--- src/design/ps2mct_pkg.sv ---
// shared types, codes and reset constants for the ps2 mouse cursor tracker
`default_nettype none
package ps2mct_pkg;

  localparam int COORD_BITS_DEF = 12;

  typedef logic [1:0] mode_t;
  localparam mode_t MODE_BYTE    = 2'd0;
  localparam mode_t MODE_PRESS   = 2'd1;
  localparam mode_t MODE_RELEASE = 2'd2;

  typedef logic [1:0] reg_idx_t;
  localparam reg_idx_t REG_SCREEN_WIDTH   = 2'd0;
  localparam reg_idx_t REG_SCREEN_HEIGHT  = 2'd1;
  localparam reg_idx_t REG_DELTA_LIMIT    = 2'd2;
  localparam reg_idx_t REG_DEBOUNCE_TICKS = 2'd3;

  localparam int CFG_DATA_BITS = 16;

  localparam logic [12:0] SCREEN_WIDTH_RST   = 13'd800;
  localparam logic [12:0] SCREEN_HEIGHT_RST  = 13'd600;
  localparam logic [7:0]  DELTA_LIMIT_RST    = 8'd45;
  localparam logic [15:0] DEBOUNCE_TICKS_RST = 16'd10;

  localparam int POS_X_RST = 400;
  localparam int POS_Y_RST = 300;

  localparam logic [7:0] HDR_SYNC   = 8'h08;
  localparam logic [7:0] HDR_XSIGN  = 8'h10;
  localparam logic [7:0] HDR_YSIGN  = 8'h20;
  localparam logic [7:0] HDR_OVFL   = 8'hC0;
  localparam logic [7:0] HDR_LEFT   = 8'h01;

  typedef struct packed {
    logic [12:0] screen_width;
    logic [12:0] screen_height;
    logic [7:0]  delta_limit;
    logic [15:0] debounce_ticks;
  } cfg_t;

  typedef struct packed {
    logic left_button;
    logic event_flag;
    logic packet_done;
  } flags_t;

endpackage
`default_nettype wire

--- src/design/ps2mct_cfg.sv ---
// configuration register file
`default_nettype none
module ps2mct_cfg (
  input  wire logic                                 clk_i,
  input  wire logic                                 rst_ni,
  input  wire logic                                 cfg_we_i,
  input  wire ps2mct_pkg::reg_idx_t                 cfg_index_i,
  input  wire logic [ps2mct_pkg::CFG_DATA_BITS-1:0] cfg_data_i,
  output ps2mct_pkg::cfg_t                          cfg_o
);
  import ps2mct_pkg::*;

  cfg_t cfg_q, cfg_d;

  always_comb begin
    cfg_d = cfg_q;
    if (cfg_we_i) begin
      unique case (cfg_index_i)
        REG_SCREEN_WIDTH:   cfg_d.screen_width   = cfg_data_i[12:0];
        REG_SCREEN_HEIGHT:  cfg_d.screen_height  = cfg_data_i[12:0];
        REG_DELTA_LIMIT:    cfg_d.delta_limit    = cfg_data_i[7:0];
        REG_DEBOUNCE_TICKS: cfg_d.debounce_ticks = cfg_data_i[15:0];
        default:            cfg_d = cfg_q;
      endcase
    end
  end

  always_ff @(posedge clk_i or negedge rst_ni) begin
    if (!rst_ni) begin
      cfg_q.screen_width   <= SCREEN_WIDTH_RST;
      cfg_q.screen_height  <= SCREEN_HEIGHT_RST;
      cfg_q.delta_limit    <= DELTA_LIMIT_RST;
      cfg_q.debounce_ticks <= DEBOUNCE_TICKS_RST;
    end else begin
      cfg_q <= cfg_d;
    end
  end

  assign cfg_o = cfg_q;

endmodule
`default_nettype wire

--- src/design/ps2mct_step.sv ---
// packet assembly, cursor update and button event state
`default_nettype none
module ps2mct_step #(
  parameter int COORD_BITS = ps2mct_pkg::COORD_BITS_DEF
) (
  input  wire logic                    clk_i,
  input  wire logic                    rst_ni,
  input  wire logic                    fire_i,
  input  wire ps2mct_pkg::mode_t       mode_i,
  input  wire logic [7:0]              rx_byte_i,
  input  wire logic                    data_ready_i,
  input  wire logic                    from_aux_i,
  input  wire logic [31:0]             now_tick_i,
  input  wire ps2mct_pkg::cfg_t        cfg_i,
  output logic [COORD_BITS-1:0]        cursor_x_o,
  output logic [COORD_BITS-1:0]        cursor_y_o,
  output ps2mct_pkg::flags_t           flags_o
);
  import ps2mct_pkg::*;

  localparam int SW = COORD_BITS + 2;
  localparam logic [16:0] CAP = 17'(1) << COORD_BITS;

  logic [1:0]            idx_q, idx_d;
  logic [7:0]            hdr_q, hdr_d;
  logic [7:0]            xb_q, xb_d;
  logic [COORD_BITS-1:0] px_q, px_d;
  logic [COORD_BITS-1:0] py_q, py_d;
  logic                  held_q, held_d;
  logic                  pressp_q, pressp_d;
  logic                  relp_q, relp_d;
  logic [31:0]           last_q, last_d;
  logic                  event_flag, packet_done;

  logic [16:0]           wsz, hsz, wext, hext, wm1, hm1;
  logic [COORD_BITS-1:0] wmax, hmax;
  logic signed [8:0]     dx, dy, dxz, dyz;
  logic signed [9:0]     lim, dxl, dyl;
  logic signed [SW-1:0]  sx, sy;
  logic [COORD_BITS-1:0] nx, ny;
  logic                  ovfl, btn;
  logic [31:0]           tick_gap;

  // screen extents, zero treated as one and capped at the coordinate range
  always_comb begin
    wsz  = {4'd0, cfg_i.screen_width};
    hsz  = {4'd0, cfg_i.screen_height};
    if (wsz == 17'd0) wsz = 17'd1;
    if (hsz == 17'd0) hsz = 17'd1;
    wext = (wsz > CAP) ? CAP : wsz;
    hext = (hsz > CAP) ? CAP : hsz;
    wm1  = wext - 17'd1;
    hm1  = hext - 17'd1;
    wmax = wm1[COORD_BITS-1:0];
    hmax = hm1[COORD_BITS-1:0];
  end

  // packet arithmetic, y byte is the current rx byte
  always_comb begin
    dx   = $signed({(hdr_q & HDR_XSIGN) != 8'd0, xb_q});
    dy   = $signed({(hdr_q & HDR_YSIGN) != 8'd0, rx_byte_i});
    ovfl = (hdr_q & HDR_OVFL) != 8'd0;
    btn  = (hdr_q & HDR_LEFT) != 8'd0;
    lim  = $signed({2'b00, cfg_i.delta_limit});

    dxz = dx;
    if ((px_q == '0 && dx < 0) || (px_q >= wmax && dx > 0)) dxz = '0;
    dyz = dy;
    if ((py_q == '0 && dy > 0) || (py_q >= hmax && dy < 0)) dyz = '0;

    dxl = 10'(dxz);
    if (dxl > lim) dxl = lim;
    else if (dxl < -lim) dxl = -lim;
    dyl = 10'(dyz);
    if (dyl > lim) dyl = lim;
    else if (dyl < -lim) dyl = -lim;
    if (ovfl) begin
      dxl = '0;
      dyl = '0;
    end

    sx = $signed({2'b00, px_q}) + SW'(dxl);
    sy = $signed({2'b00, py_q}) - SW'(dyl);

    if (sx < 0) nx = '0;
    else if (sx > $signed({2'b00, wmax})) nx = wmax;
    else nx = sx[COORD_BITS-1:0];
    if (sy < 0) ny = '0;
    else if (sy > $signed({2'b00, hmax})) ny = hmax;
    else ny = sy[COORD_BITS-1:0];
  end

  assign tick_gap = now_tick_i - last_q;

  always_comb begin
    idx_d       = idx_q;
    hdr_d       = hdr_q;
    xb_d        = xb_q;
    px_d        = px_q;
    py_d        = py_q;
    held_d      = held_q;
    pressp_d    = pressp_q;
    relp_d      = relp_q;
    last_d      = last_q;
    event_flag  = 1'b0;
    packet_done = 1'b0;
    case (mode_i)
      MODE_BYTE: begin
        if (data_ready_i && from_aux_i) begin
          if (idx_q == 2'd1) begin
            xb_d  = rx_byte_i;
            idx_d = 2'd2;
          end else if (idx_q == 2'd2) begin
            idx_d       = 2'd0;
            packet_done = 1'b1;
            if (btn && !held_q) pressp_d = 1'b1;
            if (!btn && held_q) relp_d = 1'b1;
            held_d = btn;
            px_d   = nx;
            py_d   = ny;
          end else if ((rx_byte_i & HDR_SYNC) != 8'd0) begin
            hdr_d = rx_byte_i;
            idx_d = 2'd1;
          end else begin
            idx_d = 2'd0;
          end
        end
      end
      MODE_PRESS: begin
        if (pressp_q) begin
          pressp_d = 1'b0;
          if (tick_gap >= {16'd0, cfg_i.debounce_ticks}) begin
            event_flag = 1'b1;
            last_d     = now_tick_i;
          end
        end
      end
      MODE_RELEASE: begin
        if (relp_q) begin
          relp_d     = 1'b0;
          event_flag = 1'b1;
        end
      end
      default: ;
    endcase
  end

  always_ff @(posedge clk_i or negedge rst_ni) begin
    if (!rst_ni) begin
      idx_q    <= '0;
      hdr_q    <= '0;
      xb_q     <= '0;
      px_q     <= COORD_BITS'(POS_X_RST);
      py_q     <= COORD_BITS'(POS_Y_RST);
      held_q   <= 1'b0;
      pressp_q <= 1'b0;
      relp_q   <= 1'b0;
      last_q   <= '0;
    end else if (fire_i) begin
      idx_q    <= idx_d;
      hdr_q    <= hdr_d;
      xb_q     <= xb_d;
      px_q     <= px_d;
      py_q     <= py_d;
      held_q   <= held_d;
      pressp_q <= pressp_d;
      relp_q   <= relp_d;
      last_q   <= last_d;
    end
  end

  assign cursor_x_o          = px_d;
  assign cursor_y_o          = py_d;
  assign flags_o.left_button = held_d;
  assign flags_o.event_flag  = event_flag;
  assign flags_o.packet_done = packet_done;

endmodule
`default_nettype wire

--- src/design/ps2_mouse_cursor_tracker.sv ---
// PS/2 mouse cursor tracker, request register, update step and result register
// Every request yields exactly one result. A request is taken into an input
// register, processed by the update step and written into the result
// register. One request can be accepted in every clock cycle unless a result
// waits under stall while the input register is full. The input
// register can hold one more request while a finished result waits under
// stall. There is no start-up delay after reset.
`default_nettype none
module ps2_mouse_cursor_tracker #(
  parameter int COORD_BITS = ps2mct_pkg::COORD_BITS_DEF
) (
  input  wire logic                                 clk_i,
  input  wire logic                                 rst_ni,
  input  wire logic                                 cfg_we_i,
  input  wire ps2mct_pkg::reg_idx_t                 cfg_index_i,
  input  wire logic [ps2mct_pkg::CFG_DATA_BITS-1:0] cfg_data_i,
  input  wire logic                                 in_valid_i,
  output logic                                      in_stall_o,
  input  wire ps2mct_pkg::mode_t                    mode_i,
  input  wire logic [7:0]                           rx_byte_i,
  input  wire logic                                 data_ready_i,
  input  wire logic                                 from_aux_i,
  input  wire logic [31:0]                          now_tick_i,
  output logic                                      out_valid_o,
  input  wire logic                                 out_stall_i,
  output logic [COORD_BITS-1:0]                     cursor_x_o,
  output logic [COORD_BITS-1:0]                     cursor_y_o,
  output logic                                      left_button_o,
  output logic                                      event_flag_o,
  output logic                                      packet_done_o
);
  import ps2mct_pkg::*;

  cfg_t cfg;

  logic        s1_valid_q, s1_valid_d;
  mode_t       mode_q;
  logic [7:0]  rx_q;
  logic        ready_q, aux_q;
  logic [31:0] now_q;

  logic                  out_valid_q, out_valid_d;
  logic [COORD_BITS-1:0] x_q, y_q, x_s, y_s;
  flags_t                flags_q, flags_s;

  logic out_free, fire, accept;

  assign out_free   = !out_valid_q || !out_stall_i;
  assign fire       = s1_valid_q && out_free;
  assign in_stall_o = s1_valid_q && !out_free;
  assign accept     = in_valid_i && !in_stall_o;

  always_comb begin
    s1_valid_d = s1_valid_q;
    if (accept) s1_valid_d = 1'b1;
    else if (fire) s1_valid_d = 1'b0;
    out_valid_d = out_valid_q;
    if (fire) out_valid_d = 1'b1;
    else if (!out_stall_i) out_valid_d = 1'b0;
  end

  always_ff @(posedge clk_i or negedge rst_ni) begin
    if (!rst_ni) begin
      s1_valid_q  <= 1'b0;
      out_valid_q <= 1'b0;
    end else begin
      s1_valid_q  <= s1_valid_d;
      out_valid_q <= out_valid_d;
    end
  end

  always_ff @(posedge clk_i) begin
    if (accept) begin
      mode_q  <= mode_i;
      rx_q    <= rx_byte_i;
      ready_q <= data_ready_i;
      aux_q   <= from_aux_i;
      now_q   <= now_tick_i;
    end
    if (fire) begin
      x_q     <= x_s;
      y_q     <= y_s;
      flags_q <= flags_s;
    end
  end

  ps2mct_cfg u_cfg (
    .clk_i       (clk_i),
    .rst_ni      (rst_ni),
    .cfg_we_i    (cfg_we_i),
    .cfg_index_i (cfg_index_i),
    .cfg_data_i  (cfg_data_i),
    .cfg_o       (cfg)
  );

  ps2mct_step #(
    .COORD_BITS (COORD_BITS)
  ) u_step (
    .clk_i        (clk_i),
    .rst_ni       (rst_ni),
    .fire_i       (fire),
    .mode_i       (mode_q),
    .rx_byte_i    (rx_q),
    .data_ready_i (ready_q),
    .from_aux_i   (aux_q),
    .now_tick_i   (now_q),
    .cfg_i        (cfg),
    .cursor_x_o   (x_s),
    .cursor_y_o   (y_s),
    .flags_o      (flags_s)
  );

  assign out_valid_o   = out_valid_q;
  assign cursor_x_o    = x_q;
  assign cursor_y_o    = y_q;
  assign left_button_o = flags_q.left_button;
  assign event_flag_o  = flags_q.event_flag;
  assign packet_done_o = flags_q.packet_done;

endmodule
`default_nettype wire

--- config.mk ---
export PLATFORM = sky130hd
export DESIGN_NAME = ps2_mouse_cursor_tracker
export DESIGN_NICKNAME = d
export VERILOG_FILES = /design/src/design/ps2mct_pkg.sv /design/src/design/ps2mct_cfg.sv /design/src/design/ps2mct_step.sv /design/src/design/ps2_mouse_cursor_tracker.sv
export SDC_FILE = /design/constraint.sdc
export NUM_CORES = 1
export LEC_CHECK = 0
export BUFFER_PORTS_ARGS = -buffer_cell sky130_fd_sc_hd__buf_2
export CORE_UTILIZATION = 35
export CTS_CLUSTER_DIAMETER = 120
export DETAILED_ROUTE_END_ITERATION = 7
export GPL_ROUTABILITY_DRIVEN = 0
export PLACE_DENSITY = 0.48
export REMOVE_ABC_BUFFERS = 1
export SLEW_MARGIN = 20
export SYNTH_ARGS = -nofsm -noshare
export SYNTH_HDL_FRONTEND = slang
export SYNTH_HIERARCHICAL = 1
export SYNTH_SLANG_ARGS = --single-unit
--- constraint.sdc ---
create_clock -name clk_i -period 28.4 [get_ports clk_i]
set_clock_uncertainty 0.05 [all_clocks]
set_input_delay 5.68 -clock clk_i [delete_from_list [all_inputs] [get_ports clk_i]]
set_output_delay 5.68 -clock clk_i [all_outputs]
set_load 0.03 [all_outputs]
==> results.sh <==
export IMPL_status="completed"
export IMPL_finalNonFillerCells=2074
export IMPL_grt_max_degree=73
export IMPL_grt_pass1_vias=10700
export IMPL_route_detailed_drc=0
export IMPL_min_path_cells=2
export IMPL_period_share_pct=41.8
export IMPL_place_inst=2042
export IMPL_die_x_um=204
export IMPL_cp_arrival_ps=6140
export IMPL_ant_nets=0
export IMPL_irDropWorstVdd_mv=0.0411
export IMPL_setup_slack_ps=16530
export IMPL_drt_iter0_markers=514
export IMPL_antenna_found_initial=0
export IMPL_die_y_um=204
export IMPL_place_ws_ps=16530
export IMPL_synth_area_leaders="dfrtp_1, edfxtp_1, ha_1, mux2_2, dfstp_2"
export IMPL_rsz0062_at_grt="false"
export IMPL_vias_per_cell=5.31
export IMPL_cts_root_buf="clkbuf_16"
export IMPL_worstSetupPathType="primary input to output port"
export IMPL_grt_pass1_wl_mm=59.5
export IMPL_h_tree_depth=4
export IMPL_grt_overflow=0
export IMPL_crit_required_ps=22670
export IMPL_die_area_um2=41800
export IMPL_cts_hold_buf=0
export IMPL_crit_fanout=3
export IMPL_yosysUniqueCellTypes=85
export IMPL_io_pins=96
export IMPL_core_area_um2=40100
export IMPL_clock_sinks=197
export IMPL_drive_gt1_share_pct=16.8
export IMPL_cts_tree="yes"
export IMPL_synthArstFlopShare_pct=64.0
export IMPL_place_area_um2=15400
export IMPL_path_clk_slew_ps=70
export IMPL_areaGrowthSynthToFinish_pct=11.2
export IMPL_post_cts_buffers=0
export IMPL_insertion_delay_ps=470
export IMPL_end_kind="output port"
export IMPL_hold_class="register to register"
export IMPL_slew_headroom_pct=31.5
export IMPL_fin_crit_ps=11870
export IMPL_synthCells=1451
export IMPL_rrSetupSlack_ps=16720
export IMPL_slew_viol_final=0
export IMPL_first_pass_iters=7
export IMPL_diodes=0
export IMPL_drt_total_wl_mm=37.3
export IMPL_yosysSeqAreaShare_pct=37.0
export IMPL_power_density_nw_per_um2=92.1
export IMPL_synth_avg_cell_area_um2=9.88
export IMPL_maxCapViolCount=0
export IMPL_vias=11000
export IMPL_p_leak_uw=0.00715
export IMPL_ys_flop_type="dfrtp_1"
export IMPL_synth_seq_cells=197
export IMPL_initial_utilization_pct=35.8
export IMPL_numCtsBuffers=17
export IMPL_fillers=3991
export IMPL_ys_warnings_count=6
export IMPL_wl_per_cell_um=18.0
export IMPL_numPortBuffers=95
export IMPL_hold_viol=0
export IMPL_worstRegToRegCells=45
export IMPL_ctsResizeCount=0
export IMPL_yosysTopAreaCellShare_pct=18.5
export IMPL_start_kind="primary input"
export IMPL_nets=1767
export IMPL_setup_viol=0
export IMPL_setup_tns_ps=0
export IMPL_clk_path_buf_depth=2
export IMPL_grt_use_total_pct=18.4
export IMPL_worstMarginPinSlew_ps=1020
export IMPL_synth_edf_count=71
export IMPL_final_cell_area_um2=15900
export IMPL_synth_top_area_cell="dfrtp_1"
export IMPL_row_count=73
export IMPL_fmax_mhz=84.3
export IMPL_post_dp_hpwl_mm=29.2
export IMPL_syn_area_um2=14300
cell families after synthesis:
| group | count (synthesis) | synth area share, % |
|---|---|---|
| AO/OA/AOI/OAI | 377 | 17.8 |
| XOR/XNOR | 62 | 3.92 |
| adder cells (fa/ha/maj) | 167 | 14.7 |
| buffers and inverters | 159 | 4.62 |
| flip-flops | 197 | 37.0 |
| multiplexers | 109 | 8.48 |
| AND/OR/NAND/NOR | 380 | 13.5 |
worst max-delay path, cell delays in order:
cell,delay (ps)
buf_2,130
nand3_2,90
inv_1,60
buf_2,180
cell usage after synthesis, types with 18 or more instances:
library cell / n
a21oi_1: 71
edfxtp_1: 71
mux2_2: 62
o21ai_0: 97
xor2_1: 23
o211ai_1: 18
inv_1: 120
dfstp_2: 20
ha_1: 161
xnor2_1: 38
clkbuf_1: 25
nor3_1: 23
nor2b_1: 24
mux2_1: 30
nor2_1: 66
nand2_1: 128
dfrtp_1: 106
nand2b_1: 18
a21o_1: 39
a211oi_1: 21
cell type report:
cell class | count | area (um^2) | area share, %
clock buffer | 20 | 472 | 2.96
clock inverter | 12 | 115 | 0.722
inverter | 120 | 450 | 2.82
multi-input combinational | 1095 | 8380 | 52.6
sequential | 197 | 5310 | 33.3
tap | 525 | 657 | 4.12
timing repair buffer | 105 | 557 | 3.49
flip-flops by register name (all words and copies together), names as in the netlist:
name and cells:
u_step/relp_q 1, u_step/px_q 12, u_cfg/cfg_o 50, u_step/pressp_q 1, rx_q 8, event_flag_o 1, packet_done_o 1, u_step/held_q 1
mode_q 2, aux_q 1, u_step/xb_q 8, u_step/last_q 32, s1_valid_q 1, u_step/py_q 12, now_q 32, u_step/hdr_q 5
ready_q 1, left_button_o 1, u_step/idx_q 2, cursor_x_o 12, cursor_y_o 12, out_valid_o 1
power breakdown:
group | switching [uW] | internal, uW | leakage, uW
sequential | 40.2 | 350 | 0.00223
combinational | 481 | 356 | 0.00463
clock | 119 | 124 | 0.000293
total | 640 | 829 | 0.00715
through the flow:
step / hold slack [ps] / utilization, % / power [uW]
6_report: 439 / 39.8 / 1470
5_1_grt: 454 / 39.8 / 1600
4_1_cts: 446 / 39.7 / 1480
3_5_place_dp: 427 / 38.3 / 1230
3_3_place_gp: 417 / 38.3 / 1220
2_1_floorplan: 400 / - / 1020
layout by cell type (no fill, tap or decap), drive strengths merged, types with 5 or more instances in the layout:
master | synthesis | layout
mux2i | 15 | 15
o221ai | 7 | 7
nand3b | 6 | 6
o21ai | 104 | 104
buf | 14 | 105
clkinv | 0 | 8
nand4 | 15 | 15
nand3 | 17 | 17
nor3b | 5 | 5
a22o | 16 | 16
o211ai | 19 | 19
a211oi | 21 | 21
dfstp | 20 | 20
or3 | 10 | 10
clkbuf | 25 | 20
nor4 | 17 | 17
nand2b | 18 | 18
o21bai | 5 | 5
a21o | 40 | 40
a31oi | 16 | 16
o31ai | 10 | 10
xor2 | 24 | 24
ha | 161 | 161
o21a | 16 | 16
nor2 | 67 | 67
inv | 120 | 124
edfxtp | 71 | 71
nand2 | 129 | 129
xnor2 | 38 | 38
a21oi | 74 | 74
nor2b | 24 | 24
and2 | 16 | 16
mux2 | 94 | 94
and3 | 10 | 10
dfrtp | 106 | 106
nor3 | 24 | 24
or2 | 13 | 13
a41oi | 5 | 5
path summary, 6_finish.rpt:
kind                                                     end                         from
worst max-delay path                              in_stall_o                  out_stall_i
worst min-delay path              u_step/xb_q[3]$_DFFE_PN0P_   u_step/xb_q[3]$_DFFE_PN0P_
worst max register to register       cursor_x_o[2]$_DFFE_PP_  u_cfg/cfg_o[39]$_DFFE_PN0P_
worst min register to register    u_step/xb_q[3]$_DFFE_PN0P_   u_step/xb_q[3]$_DFFE_PN0P_
max in group asynchronous         u_step/xb_q[0]$_DFFE_PN0P_                       rst_ni
min in group asynchronous       u_step/last_q[0]$_DFFE_PN0P_                       rst_ni
per-layer routing:
layer / part of all wire [%] / GRT usage, %
met5: 0 / 0
met4: 1.8 / 5.38
met3: 3.6 / 3.24
met2: 46 / 29.2
met1: 49 / 25.6
No activity file was read; power rests on OpenSTA's default activity.
